## config.mk

```make
export PLATFORM = sky130hd
export DESIGN_NAME = register_window_address_decoder_core
export DESIGN_NICKNAME = d
export VERILOG_FILES = /design/src/design/rwad_pkg.sv /design/src/design/rwad_front.sv /design/src/design/rwad_cell.sv /design/src/design/rwad_back.sv /design/src/design/register_window_address_decoder_core.sv
export SDC_FILE = /design/constraint.sdc
export NUM_CORES = 2
export LEC_CHECK = 0
export ABC_CLOCK_PERIOD_IN_PS = 8410
export BUFFER_PORTS_ARGS = -buffer_cell sky130_fd_sc_hd__buf_2
export CAP_MARGIN = 20
export CORE_ASPECT_RATIO = 1.4
export CORE_MARGIN = 3
export CORE_UTILIZATION = 45
export CTS_BUF_LIST = sky130_fd_sc_hd__clkbuf_2 sky130_fd_sc_hd__clkbuf_4 sky130_fd_sc_hd__clkbuf_8
export DETAILED_ROUTE_END_ITERATION = 16
export SETUP_SLACK_MARGIN = 0.15
export SLEW_MARGIN = 0
export SYNTH_ARGS = -nofsm -noshare
export SYNTH_HDL_FRONTEND = slang
export SYNTH_SLANG_ARGS = --single-unit
```

## constraint.sdc

```tcl
create_clock -name clk -period 8.41 [get_ports clk]
set_input_delay 0.4205 -clock clk [delete_from_list [all_inputs] [get_ports clk]]
set_output_delay 0.4205 -clock clk [all_outputs]
set_load 0.02 [all_outputs]
```

## src/design/rwad_pkg.sv

```systemverilog
// Shared types, constants and the fixed window table of the register window decoder.
package rwad_pkg;

  localparam int unsigned BAR_BYTES = 1048576;
  localparam int unsigned L1_WIN_BYTES = 65536;
  localparam int unsigned WIN_COUNT = 44;
  localparam int unsigned TABLE_ENTRIES = 44;
  localparam int unsigned CHAIN_LEN = (WIN_COUNT < TABLE_ENTRIES) ? WIN_COUNT : TABLE_ENTRIES;
  localparam int unsigned IDX_W = $clog2(TABLE_ENTRIES);
  localparam int unsigned BAR_BITS = $clog2(BAR_BYTES);
  localparam int unsigned L1_WIN_BITS = $clog2(L1_WIN_BYTES);

  localparam logic [3:0] ACCESS_BYTES = 4'd4;
  localparam logic [32:0] SPACE_TOP = 33'h1_0000_0000;

  localparam logic [31:0] L1_A_LO = 32'h1800_0000;
  localparam logic [31:0] L1_A_HI = 32'h18C0_0000;
  localparam logic [31:0] L1_B_LO = 32'h7000_0000;
  localparam logic [31:0] L1_B_HI = 32'h7800_0000;
  localparam logic [31:0] L1_C_LO = 32'h7C00_0000;
  localparam logic [31:0] L1_C_HI = 32'h7C40_0000;

  localparam logic [2:0] ST_OK = 3'd0;
  localparam logic [2:0] ST_WIDTH = 3'd1;
  localparam logic [2:0] ST_OVERFLOW = 3'd2;
  localparam logic [2:0] ST_MISALIGNED = 3'd3;
  localparam logic [2:0] ST_CROSSES = 3'd4;
  localparam logic [2:0] ST_UNSUPPORTED = 3'd5;

  localparam logic [1:0] ROUTE_DIRECT = 2'd0;
  localparam logic [1:0] ROUTE_FIXED = 2'd1;
  localparam logic [1:0] ROUTE_L1 = 2'd2;

  localparam logic CFG_L1_BAR = 1'b0;
  localparam logic CFG_L1_REG = 1'b1;

  localparam logic [31:0] WIN_CHIP [TABLE_ENTRIES] = '{
    32'h0040_0000, 32'h0041_0000, 32'h4000_0000, 32'h5400_0000,
    32'h5500_0000, 32'h5800_0000, 32'h5900_0000, 32'h7403_0000,
    32'h7C00_0000, 32'h7C02_0000, 32'h7C06_0000, 32'h8002_0000,
    32'h8102_0000, 32'h820C_0000, 32'h820C_8000, 32'h820C_C000,
    32'h820C_D000, 32'h820C_E000, 32'h820C_F000, 32'h820D_0000,
    32'h820E_0000, 32'h820E_1000, 32'h820E_2000, 32'h820E_3000,
    32'h820E_4000, 32'h820E_5000, 32'h820E_7000, 32'h820E_9000,
    32'h820E_A000, 32'h820E_B000, 32'h820E_C000, 32'h820E_D000,
    32'h820F_0000, 32'h820F_1000, 32'h820F_2000, 32'h820F_3000,
    32'h820F_4000, 32'h820F_5000, 32'h820F_7000, 32'h820F_9000,
    32'h820F_A000, 32'h820F_B000, 32'h820F_C000, 32'h820F_D000
  };

  localparam logic [19:0] WIN_BAR [TABLE_ENTRIES] = '{
    20'h80000, 20'h90000, 20'h70000, 20'h02000,
    20'h03000, 20'h06000, 20'h07000, 20'h10000,
    20'hF0000, 20'hD0000, 20'hE0000, 20'hB0000,
    20'hC0000, 20'h08000, 20'h0C000, 20'h0E000,
    20'h0F000, 20'h21C00, 20'h22000, 20'h30000,
    20'h20000, 20'h20400, 20'h20800, 20'h20C00,
    20'h21000, 20'h21400, 20'h21E00, 20'h23400,
    20'h24000, 20'h24200, 20'h24600, 20'h24800,
    20'hA0000, 20'hA0600, 20'hA0800, 20'hA0C00,
    20'hA1000, 20'hA1400, 20'hA1E00, 20'hA3400,
    20'hA4000, 20'hA4200, 20'hA4600, 20'hA4800
  };

  localparam logic [16:0] WIN_SIZE [TABLE_ENTRIES] = '{
    17'h10000, 17'h10000, 17'h10000, 17'h01000,
    17'h01000, 17'h01000, 17'h01000, 17'h10000,
    17'h10000, 17'h10000, 17'h10000, 17'h10000,
    17'h10000, 17'h04000, 17'h02000, 17'h01000,
    17'h01000, 17'h00200, 17'h01000, 17'h10000,
    17'h00400, 17'h00200, 17'h00400, 17'h00400,
    17'h00400, 17'h00800, 17'h00200, 17'h00200,
    17'h00200, 17'h00400, 17'h00200, 17'h00800,
    17'h00400, 17'h00200, 17'h00400, 17'h00400,
    17'h00400, 17'h00800, 17'h00200, 17'h00200,
    17'h00200, 17'h00400, 17'h00200, 17'h00800
  };

  typedef struct packed {
    logic [31:0] chip_address;
    logic [3:0]  access_width;
  } rwad_in_t;

  typedef struct packed {
    logic [2:0]  status;
    logic [1:0]  route;
    logic [19:0] aperture_offset;
    logic [23:0] remap_register;
    logic [15:0] page_select;
    logic [2:0]  width_out;
  } rwad_out_t;

  typedef struct packed {
    logic        valid;
    logic        done;
    logic [31:0] addr;
    logic [2:0]  status;
    logic [1:0]  route;
    logic [19:0] bar;
  } rwad_stage_t;

endpackage

```

## src/design/rwad_front.sv

```systemverilog
// Entry stage: width, overflow and alignment checks and the direct route.
module rwad_front
  import rwad_pkg::*;
(
  input  logic        clk,
  input  logic        rst_n,
  input  logic        take,
  input  rwad_in_t    word_in,
  output rwad_stage_t stage_out
);

  rwad_stage_t stage_r, stage_nxt;
  logic [32:0] end_addr;

  always_comb begin
    end_addr = {1'b0, word_in.chip_address} + 33'(ACCESS_BYTES);
    stage_nxt = '0;
    stage_nxt.valid = take;
    stage_nxt.addr = word_in.chip_address;
    stage_nxt.route = ROUTE_DIRECT;
    if (word_in.access_width != ACCESS_BYTES) begin
      stage_nxt.done = 1'b1;
      stage_nxt.status = ST_WIDTH;
    end else if (end_addr > SPACE_TOP) begin
      stage_nxt.done = 1'b1;
      stage_nxt.status = ST_OVERFLOW;
    end else if (word_in.chip_address[1:0] != 2'b00) begin
      stage_nxt.done = 1'b1;
      stage_nxt.status = ST_MISALIGNED;
    end else if ({1'b0, word_in.chip_address} < 33'(BAR_BYTES)) begin
      stage_nxt.done = 1'b1;
      stage_nxt.status = (end_addr > 33'(BAR_BYTES)) ? ST_CROSSES : ST_OK;
      stage_nxt.bar = word_in.chip_address[19:0];
    end
  end

  always_ff @(posedge clk) begin
    if (!rst_n) begin
      stage_r <= '0;
    end else begin
      stage_r <= stage_nxt;
    end
  end

  assign stage_out = stage_r;

endmodule

```

## src/design/rwad_cell.sv

```systemverilog
// One fixed window cell: match the passing word against its window and hand it on.
module rwad_cell
  import rwad_pkg::*;
(
  input  logic             clk,
  input  logic             rst_n,
  input  logic [IDX_W-1:0] win_idx,
  input  rwad_stage_t      stage_in,
  output rwad_stage_t      stage_out
);

  rwad_stage_t stage_r, stage_nxt;
  logic [31:0] chip;
  logic [32:0] win_end;
  logic [32:0] end_addr;
  logic [19:0] delta;
  logic        hit;

  always_comb begin
    chip = WIN_CHIP[win_idx];
    win_end = {1'b0, chip} + 33'(WIN_SIZE[win_idx]);
    end_addr = {1'b0, stage_in.addr} + 33'(ACCESS_BYTES);
    delta = 20'(stage_in.addr - chip);
    hit = !stage_in.done && (stage_in.addr >= chip) && (end_addr <= win_end);
    stage_nxt = stage_in;
    if (hit) begin
      stage_nxt.done = 1'b1;
      stage_nxt.status = ST_OK;
      stage_nxt.route = ROUTE_FIXED;
      stage_nxt.bar = WIN_BAR[win_idx] + delta;
    end
  end

  always_ff @(posedge clk) begin
    if (!rst_n) begin
      stage_r <= '0;
    end else begin
      stage_r <= stage_nxt;
    end
  end

  assign stage_out = stage_r;

endmodule

```

## src/design/rwad_back.sv

```systemverilog
// Exit stage: L1 remap ranges, unsupported addresses and the registered result word.
module rwad_back
  import rwad_pkg::*;
(
  input  logic        clk,
  input  logic        rst_n,
  input  rwad_stage_t stage_in,
  input  logic [19:0] l1_bar,
  input  logic [23:0] l1_reg,
  output logic        strobe,
  output rwad_out_t   word_out
);

  logic                   strobe_r;
  rwad_out_t              word_r, word_nxt;
  logic [L1_WIN_BITS-1:0] woff;
  logic [32:0]            woff_end;
  logic                   in_l1;
  logic [2:0]             status;
  logic [1:0]             route;
  logic [19:0]            bar;
  logic [23:0]            reg_off;
  logic [15:0]            sel;

  always_comb begin
    woff = stage_in.addr[L1_WIN_BITS-1:0];
    woff_end = 33'(woff) + 33'(ACCESS_BYTES);
    in_l1 = ((stage_in.addr >= L1_A_LO) && (stage_in.addr < L1_A_HI)) ||
            ((stage_in.addr >= L1_B_LO) && (stage_in.addr < L1_B_HI)) ||
            ((stage_in.addr >= L1_C_LO) && (stage_in.addr < L1_C_HI));
    status = stage_in.status;
    route = stage_in.route;
    bar = stage_in.bar;
    reg_off = '0;
    sel = '0;
    if (!stage_in.done) begin
      if (!in_l1) begin
        status = ST_UNSUPPORTED;
      end else if (woff_end > 33'(L1_WIN_BYTES)) begin
        status = ST_CROSSES;
      end else begin
        status = ST_OK;
        route = ROUTE_L1;
        bar = l1_bar + 20'(woff);
        reg_off = l1_reg;
        sel = stage_in.addr[31:16];
      end
    end
    word_nxt = '0;
    word_nxt.status = status;
    if (status == ST_OK) begin
      word_nxt.route = route;
      word_nxt.aperture_offset = bar;
      word_nxt.remap_register = reg_off;
      word_nxt.page_select = sel;
      word_nxt.width_out = ACCESS_BYTES[2:0];
    end
  end

  always_ff @(posedge clk) begin
    if (!rst_n) begin
      strobe_r <= 1'b0;
    end else begin
      strobe_r <= stage_in.valid;
    end
  end

  always_ff @(posedge clk) begin
    word_r <= word_nxt;
  end

  assign strobe = strobe_r;
  assign word_out = word_r;

endmodule

```

## src/design/register_window_address_decoder_core.sv

```systemverilog
// Top level of the register window address decoder.
//
// Input: a word (chip_address, access_width) is taken at each clock edge where
// start is high and busy is low. busy is low whenever rst_n is high, so a new
// word may be started in every cycle.
// Output: out_strobe marks the result word on out_data for exactly one cycle;
// the receiver cannot hold results off and none is needed.
// Pipeline: one check stage, one cell per fixed window (44 cells, first match wins
// along the row) and one L1 remap and output stage.
// Throughput: one word per cycle; results leave in input order.
// Configuration: cfg_we writes register cfg_index (0: L1 window BAR offset,
// 1: L1 remap register offset) from cfg_wdata in the same edge.
// Reset: synchronous, active low; clears the pipeline valid bits and loads the
// configuration reset values. Words in flight at reset are dropped.
module register_window_address_decoder_core
  import rwad_pkg::*;
(
  input  logic        clk,
  input  logic        rst_n,
  input  logic        start,
  output logic        busy,
  input  rwad_in_t    in_data,
  output logic        out_strobe,
  output rwad_out_t   out_data,
  input  logic        cfg_we,
  input  logic        cfg_index,
  input  logic [23:0] cfg_wdata
);

  logic [19:0] l1_bar_r;
  logic [23:0] l1_reg_r;
  rwad_stage_t chain [CHAIN_LEN+1];

  assign busy = !rst_n;

  always_ff @(posedge clk) begin
    if (!rst_n) begin
      l1_bar_r <= 20'h40000;
      l1_reg_r <= 24'h155024;
    end else if (cfg_we) begin
      unique case (cfg_index)
        CFG_L1_BAR: l1_bar_r <= cfg_wdata[19:0];
        CFG_L1_REG: l1_reg_r <= cfg_wdata;
        default: ;
      endcase
    end
  end

  rwad_front u_front (
    .clk       (clk),
    .rst_n     (rst_n),
    .take      (start && !busy),
    .word_in   (in_data),
    .stage_out (chain[0])
  );

  for (genvar g = 0; g < CHAIN_LEN; g++) begin : g_cell
    rwad_cell u_cell (
      .clk       (clk),
      .rst_n     (rst_n),
      .win_idx   (IDX_W'(g)),
      .stage_in  (chain[g]),
      .stage_out (chain[g+1])
    );
  end

  rwad_back u_back (
    .clk      (clk),
    .rst_n    (rst_n),
    .stage_in (chain[CHAIN_LEN]),
    .l1_bar   (l1_bar_r),
    .l1_reg   (l1_reg_r),
    .strobe   (out_strobe),
    .word_out (out_data)
  );

endmodule

```

Word-level counts from Yosys, hierarchy flattened

Cells that the tools add are included.

Add/subtract/negate cells: 135
Multiply operators: 0
Div/mod/pow operators: 0
$lt $le $gt $ge: 98
Equal/unequal tests: 1
Shifts and indexed selects: 0
Muxes and demuxes: 107
Bitwise operators: 5
Reduce and logical (&&, ||, !) cells: 190

Operator list:

| cell                                                                                  | number |
|---|---|
| 32-bit by 3-bit adder with 33-bit output, second input constant                       | 45 |
| 33-bit by 32-bit <= comparator with 1-bit output, second input constant               | 33 |
| 32-bit greater-or-equal comparator, second input constant                             | 33 |
| 21-bit two-way mux                                                                    | 44 |
| 20-bit subtractor, second input constant                                              | 31 |
| 20-bit adder, first input constant                                                    | 19 |
| 32-bit by 31-bit greater-or-equal comparator with 1-bit output, second input constant | 11 |
| 18-bit by 20-bit adder with 20-bit output, first input constant                       | 15 |
| 33-bit by 31-bit <= comparator with 1-bit output, second input constant               | 9 |
| 20-bit by 1-bit subtractor with 20-bit output, second input constant                  | 7 |
| 1-bit logical AND                                                                     | 92 |
| 2-bit OR reduction                                                                    | 45 |
| 16-bit by 20-bit adder with 20-bit output, first input constant                       | 4 |
| 20-bit by 18-bit subtractor with 20-bit output, second input constant                 | 4 |
| 33-bit by 23-bit <= comparator with 1-bit output, second input constant               | 2 |
| 32-bit by 23-bit greater-or-equal comparator with 1-bit output, second input constant | 2 |
| 32-bit by 31-bit less-than comparator with 1-bit output, second input constant        | 2 |
| 20-bit two-way mux                                                                    | 3 |
| 1-bit two-way mux                                                                     | 48 |
| 1-bit logical NOT                                                                     | 45 |
| 14-bit by 20-bit adder with 20-bit output, first input constant                       | 2 |
| 15-bit by 20-bit adder with 20-bit output, first input constant                       | 2 |
| 33-bit by 17-bit greater-than comparator with 1-bit output, second input constant     | 1 |
| 33-bit by 21-bit greater-than comparator with 1-bit output, second input constant     | 1 |
| 20 further kinds                                                                      | 36 |

Bits in registers: 2765
Latch bits: 0
RAM bits: 0
Memory bits (read-only): 0
Output and inout bits: 70
Memories: 0

Depth between registers and ports, before layout

Word-level depth: 9
Mapped depth: 13
Gate-level depth less buffers: 11

Hierarchy

From an unflattened synthesis, not the netlist that was laid out.

Cells, all modules: 32634
Area total of the unflattened synthesis: 259625.3 um^2

Modules (own cells, without submodules):

| module                               | times used | cells each | area an instance (um^2) |
|---|---|---|---|
| rwad_cell (g_cell[0].u_cell ...)     | 21         | 710        | 5671.7 |
| rwad_cell (g_cell[21].u_cell ...)    | 13         | 750        | 5876.9 |
| rwad_cell (g_cell[43].u_cell ...)    | 6          | 726        | 5698.0 |
| rwad_cell (g_cell[34].u_cell)        | 1          | 742        | 5900.7 |
| rwad_cell (g_cell[8].u_cell)         | 1          | 725        | 5750.5 |
| rwad_cell (g_cell[25].u_cell)        | 1          | 720        | 5670.4 |
| rwad_cell (g_cell[12].u_cell)        | 1          | 701        | 5589.1 |
| rwad_back                            | 1          | 293        | 2936.6 |
| rwad_front                           | 1          | 255        | 2366.0 |
| register_window_address_decoder_core | 1          | 182        | 1719.1 |

Worst setup path before layout

No wires, ideal clock.

Kind: reg2reg
From: register g_cell[26].u_cell.stage_r (netlist bit g_cell[26].u_cell.stage_out[35])
To: register g_cell[27].u_cell.stage_r (netlist bit g_cell[27].u_cell.stage_out[15])
Data arrival time: 3.010 ns
Path slack: 5.329 ns
Cell stages (with the launch flop): 13
Buffers on the path: 3
Cell sequence: dfxtp_1 > ha_1 > clkbuf_2 > nand4_1 > or3_1 > clkbuf_1 > nor3_2 > nand4_1 > a221oi_2 > nand4_1 > o41ai_4 > buf_4 > mux2i_1

Word-level cells in the longest chain between the ends: 4
Elaborated cells on any way between the ends: 8
Those cells by class: add/sub: 3; order compare: 2; mux: 1; reduce/logical: 2

RTL lines:

| item                                                                                                  | line                             | text |
|---|---|---|
| start: declaration                                                                                    | rwad_cell.sv:12                  | `rwad_stage_t stage_r, stage_nxt;` |
| start signal: assignment                                                                              | rwad_cell.sv:38                  | `stage_r <= stage_nxt;` |
| 32-bit by 3-bit adder with 33-bit output / 32-bit greater-or-equal comparator (equally long branches) | rwad_cell.sv:22, rwad_cell.sv:24 |  |
| 33-bit by 32-bit <= comparator with 1-bit output / 1-bit logical AND (equally long branches)          | rwad_cell.sv:24                  | `hit = !stage_in.done && (stage_in.addr >= chip) && (end_addr <= win_end);` |
| 1-bit logical AND                                                                                     | rwad_cell.sv:24                  |  |
| 21-bit two-way mux (*)                                                                                | rwad_cell.sv:26                  | `if (hit) begin` |
| end signal: assignment                                                                                | rwad_cell.sv:38                  |  |
| end: declaration                                                                                      | rwad_cell.sv:12                  |  |

Every way passes the cells marked *; elsewhere a longest branch is shown, timed or not.
A chain may end at the register's enable or synchronous reset.

Final worst setup path

From: register g_cell[5].u_cell.stage_r (netlist bit g_cell[5].u_cell.stage_out[43])
To: register g_cell[6].u_cell.stage_r (netlist bit g_cell[6].u_cell.stage_out[7])

Word-level cells in the longest chain between the ends: 4
Elaborated cells on any way between the ends: 6
Those cells by class: add/sub: 1; order compare: 2; mux: 1; reduce/logical: 2

RTL lines:

| item                                                                                                                              | line |
|---|---|
| start: declaration                                                                                                                | rwad_cell.sv:12 |
| start signal: assignment                                                                                                          | rwad_cell.sv:38 |
| 32-bit by 3-bit adder with 33-bit output / 32-bit by 31-bit greater-or-equal comparator with 1-bit output (equally long branches) | rwad_cell.sv:22, rwad_cell.sv:24 |
| 33-bit by 31-bit <= comparator with 1-bit output / 1-bit logical AND (equally long branches)                                      | rwad_cell.sv:24 |
| 1-bit logical AND (*)                                                                                                             | rwad_cell.sv:24 |
| 21-bit two-way mux (*)                                                                                                            | rwad_cell.sv:26 |
| end signal: assignment                                                                                                            | rwad_cell.sv:38 |
| end: declaration                                                                                                                  | rwad_cell.sv:12 |

Marks and branches as above.

==> flow_summary.yaml <==
detailed_routing:
  routed.top_layer: "met4"
  drt_iter0_drc: 5095
  vias: 82900
  drc_errors: 0
  drt_wl_total_um: 293000
  wl_met2_um: 161000
  wl_per_cell_um: 19.3
  wl_met1_um: 104000
  drtPass1Iterations: 6
  vias_per_cell: 5.45
  wl_met3_um: 10200
  antenna_left: 0
clock_network:
  clk_latency_ns: 1.01
  cts_setup_buffers: 0
  cts_sinks: 2720
  cts_resized: 0
  cts_tree: "yes"
  cts_root_buffer: "clkbuf_8"
  hold_buffers: 64
  cts.clk_slew.worst_paths_ns: 0.07
  cts_buffers: 404
  htreeDepth: 5
  clk_path_buf_depth: 4
worst_setup_path:
  crit_buf_inv: 0
  max_stage_delay_ns: 0.72
  worst-path-stages: 9
  cp-start-kind: "register"
  criticalPathCategory: "reg -> reg"
  crit_start: "g_cell[5].u_cell.stage_out[43]$_SDFF_PN0_"
  cp_cell_sequence: "nand3_1 > nor4_1 > nand2_1 > nor3_1 > mux2_2 > a2111oi_0 > o21ai_4 > nand3_1 > o21ai_0"
  required_ns: 9.25
  rr_worst_depth: 9
  crit_path_end_kind: "register"
  cp_slowest_cell: "nor4_1"
  r2r_end: "g_cell[6].u_cell.stage_out[7]$_SDFF_PN0_"
  reg2reg_slack_ns: 4.53
  path_delay_family: "simple AND/OR/NAND/NOR gates"
  r2r-start: "g_cell[5].u_cell.stage_out[43]$_SDFF_PN0_"
  crit_end: "g_cell[6].u_cell.stage_out[7]$_SDFF_PN0_"
  cpMostUsedCell: "nand3_1"
  crit_arrival_ns: 4.72
  crit_fanout: 41
synth:
  yosysWarningCount: 0
  syn_area_per_cell_um2: 8.99
  synthSimpleGateAreaFrac_pct: 27.0
  muxShareOfSynthArea_pct: 2.94
  synth.distinct_cells: 113
  yosysMostFrequentCell: "dfxtp_1"
  synthTopCellsByArea: "dfxtp_1, and2_1, nand2_1"
  async_reset_ff_share_pct: 0
  yosys-top-cells-count: "dfxtp_1, nand2_1, and2_1"
  synth-main-ff-cell: "dfxtp_1"
  synth-xor-area-share_pct: 2.19
  synth_compound_area_share_pct: 10.8
  yosys.area.top_type: "dfxtp_1"
  syn_area_um2: 106000
  ys_seq_area_share_pct: 51.4
  synth_top_family_by_area: "simple AND/OR/NAND/NOR gates"
  synth_adder_area_share_pct: 1.15
  synth_cells: 11800
  synth-edff-count: 0
  ys_ff_latch: 2720
  yosys.area.top_type_share_pct: 51.4
global_route:
  antenna_found_initial: 4
  grt_overflow: 0
  grt_pass1_wl_um: 458000
  grt_pass1_vias: 83700
  grt_usage_pct: 23.5
  grt_max_degree: 304
outcome:
  status: "completed"
placed_design:
  numPortBuffers: 132
  dp.cells: 14400
  dp_hpwl_um: 213000
  gp_congestion: 0.951
floorplan:
  die_y_um: 580
  die_w_um: 416
  rows: 210
  core_area_um2: 234000
  dieArea_um2: 242000
  ios: 135
  initial_core_util_pct: 45.3
timing:
  relSlewSlack_pct: 16.1
  worst_pin_slew_ns: 1.26
  rsz0062_at_grt: "false"
  tns_ns: 0
  min_period_over_period_pct: 46.1
  fmax_mhz: 258
  finalSetupViolCount: 0
  skew_ns: 0.0608
  slew_viol_final: 0
  min_period_ns: 3.88
  hold_viol: 0
layout:
  fin_nets: 12000
  area_delta_synth_final_pct: 11.8
  drive_above_1_share_pct: 9.14
  n_fill_cell: 22000
  stdcell_count: 15200
hold_path:
  worstHoldPathType: "in -> reg"
run:
  cap_viol_max_count: 0
pwr:
  power_density_nw_per_um2: 211
  leakagePower_nw: 46.7
  peakVddDrop_mv: 0.156
==> layout make-up <==
| cell class | instances | area [um^2] | area share (%) |
|---|---|---|---|
| Sequential cell | 2720 | 54500 | 45.9 |
| Clock inverter | 103 | 1200 | 1.02 |
| Multi-Input combinational cell | 7851 | 47100 | 39.7 |
| Clock buffer | 619 | 7800 | 6.58 |
| Inverter | 587 | 2210 | 1.87 |
| Antenna cell | 5 | 12.5 | 0.0106 |
| Timing Repair Buffer | 271 | 1950 | 1.64 |
| Tap cell | 3074 | 3850 | 3.24 |
==> flip-flops by register name, summed over array words and instances (netlist names) <==
name,flops
g_cell.u_cell.stage_out,2552
u_back.word_out,66
u_front.stage_out,57
l1_reg_r,24
l1_bar_r,20
u_back.strobe,1
==> worst min-delay path by stage <==
| stage | startpoint | endpoint | slack (ns) | depth (start not counted) |
|---|---|---|---|---|
| 3_5_place_dp | g_cell[42].u_cell.stage_out[16]$_SDFF_PN0_ | g_cell[43].u_cell.stage_out[16]$_SDFF_PN0_ | 0.41 | 2 |
| 4_1_cts | start | u_front.stage_out[58]$_SDFF_PN0_ | 0.05 | 3 |
| 3_3_place_gp | g_cell[42].u_cell.stage_out[18]$_SDFF_PN0_ | g_cell[43].u_cell.stage_out[18]$_SDFF_PN0_ | 0.41 | 2 |
| 5_1_grt | start | u_front.stage_out[58]$_SDFF_PN0_ | 0.12 | 3 |
| 6_report | start | u_front.stage_out[58]$_SDFF_PN0_ | 0.16 | 3 |
| 2_1_floorplan | g_cell[15].u_cell.stage_out[19]$_SDFF_PN0_ | g_cell[16].u_cell.stage_out[19]$_SDFF_PN0_ | 0.39 | 2 |
==> layer usage <==
| layer | vias to the layer above | GRT usage, % |
|---|---|---|
| met2 | 2177 | 46.4 |
| met4 | 0 | 14.3 |
| met1 | 39100 | 22.8 |
| li1 | 40800 | - |
| met3 | 837 | 3.06 |
| met5 | - | 0 |
==> cell usage in the layout (no fill, tap or decap), types with 47 or more instances in the layout <==
cell type / instances
dfxtp_1: 2720
nand2_1: 1216
and2_1: 1208
nor2_1: 749
nand3_1: 657
inv_1: 582
clkbuf_8: 504
o21ai_0: 384
a21oi_1: 302
nand4_1: 294
mux2i_1: 274
and3_1: 273
nor3_1: 272
o21ai_1: 217
nor4_1: 184
xnor2_1: 164
buf_2: 132
clkbuf_4: 115
o31ai_1: 105
xor2_1: 101
ha_1: 95
and4_1: 82
or3_1: 78
a211oi_1: 71
buf_4: 66
or4_1: 65
dlygate4sd3_1: 64
a31oi_1: 63
clkinv_2: 54
nor2b_1: 52
nor3b_1: 47
==> kinds of logic after synthesis <==
group	Yosys count
fa+ha+maj	97
flops	2720
compound gates	1752
simple gates	5425
other cells	1
buf+inv	1227
xor+xnor	265
mux	307
==> worst register-to-register path, cell delays in order (launching register included) <==
cell and delay (ns):
dfxtp_1 0.41, nand3_1 0.25, nor4_1 0.72, nand2_1 0.20, nor3_1 0.34, mux2_2 0.37
a2111oi_0 0.68, o21ai_4 0.44, nand3_1 0.21, o21ai_0 0.10
==> through the flow <==
stage	area, um^2	setup WS [ns]	power, mW	utilization, %	hold slack, ns
2_1_floorplan	106000	5.33	13.5	-	0.394
3_3_place_gp	109000	4.53	13.6	46.5	0.408
3_5_place_dp	109000	4.52	13.6	46.5	0.410
4_1_cts	119000	4.52	25.3	50.6	0.0489
5_1_grt	119000	4.11	25.9	50.6	0.124
6_report	119000	4.53	25.0	50.6	0.160
==> report_power, final <==
group / internal [mW] / switching [mW]
combinational: 0.100 / 0.274
sequential: 12.9 / 0.0332
clock: 6.62 / 5.02
total: 19.6 / 5.33
Note: power is estimated with default switching activity, not from simulation.
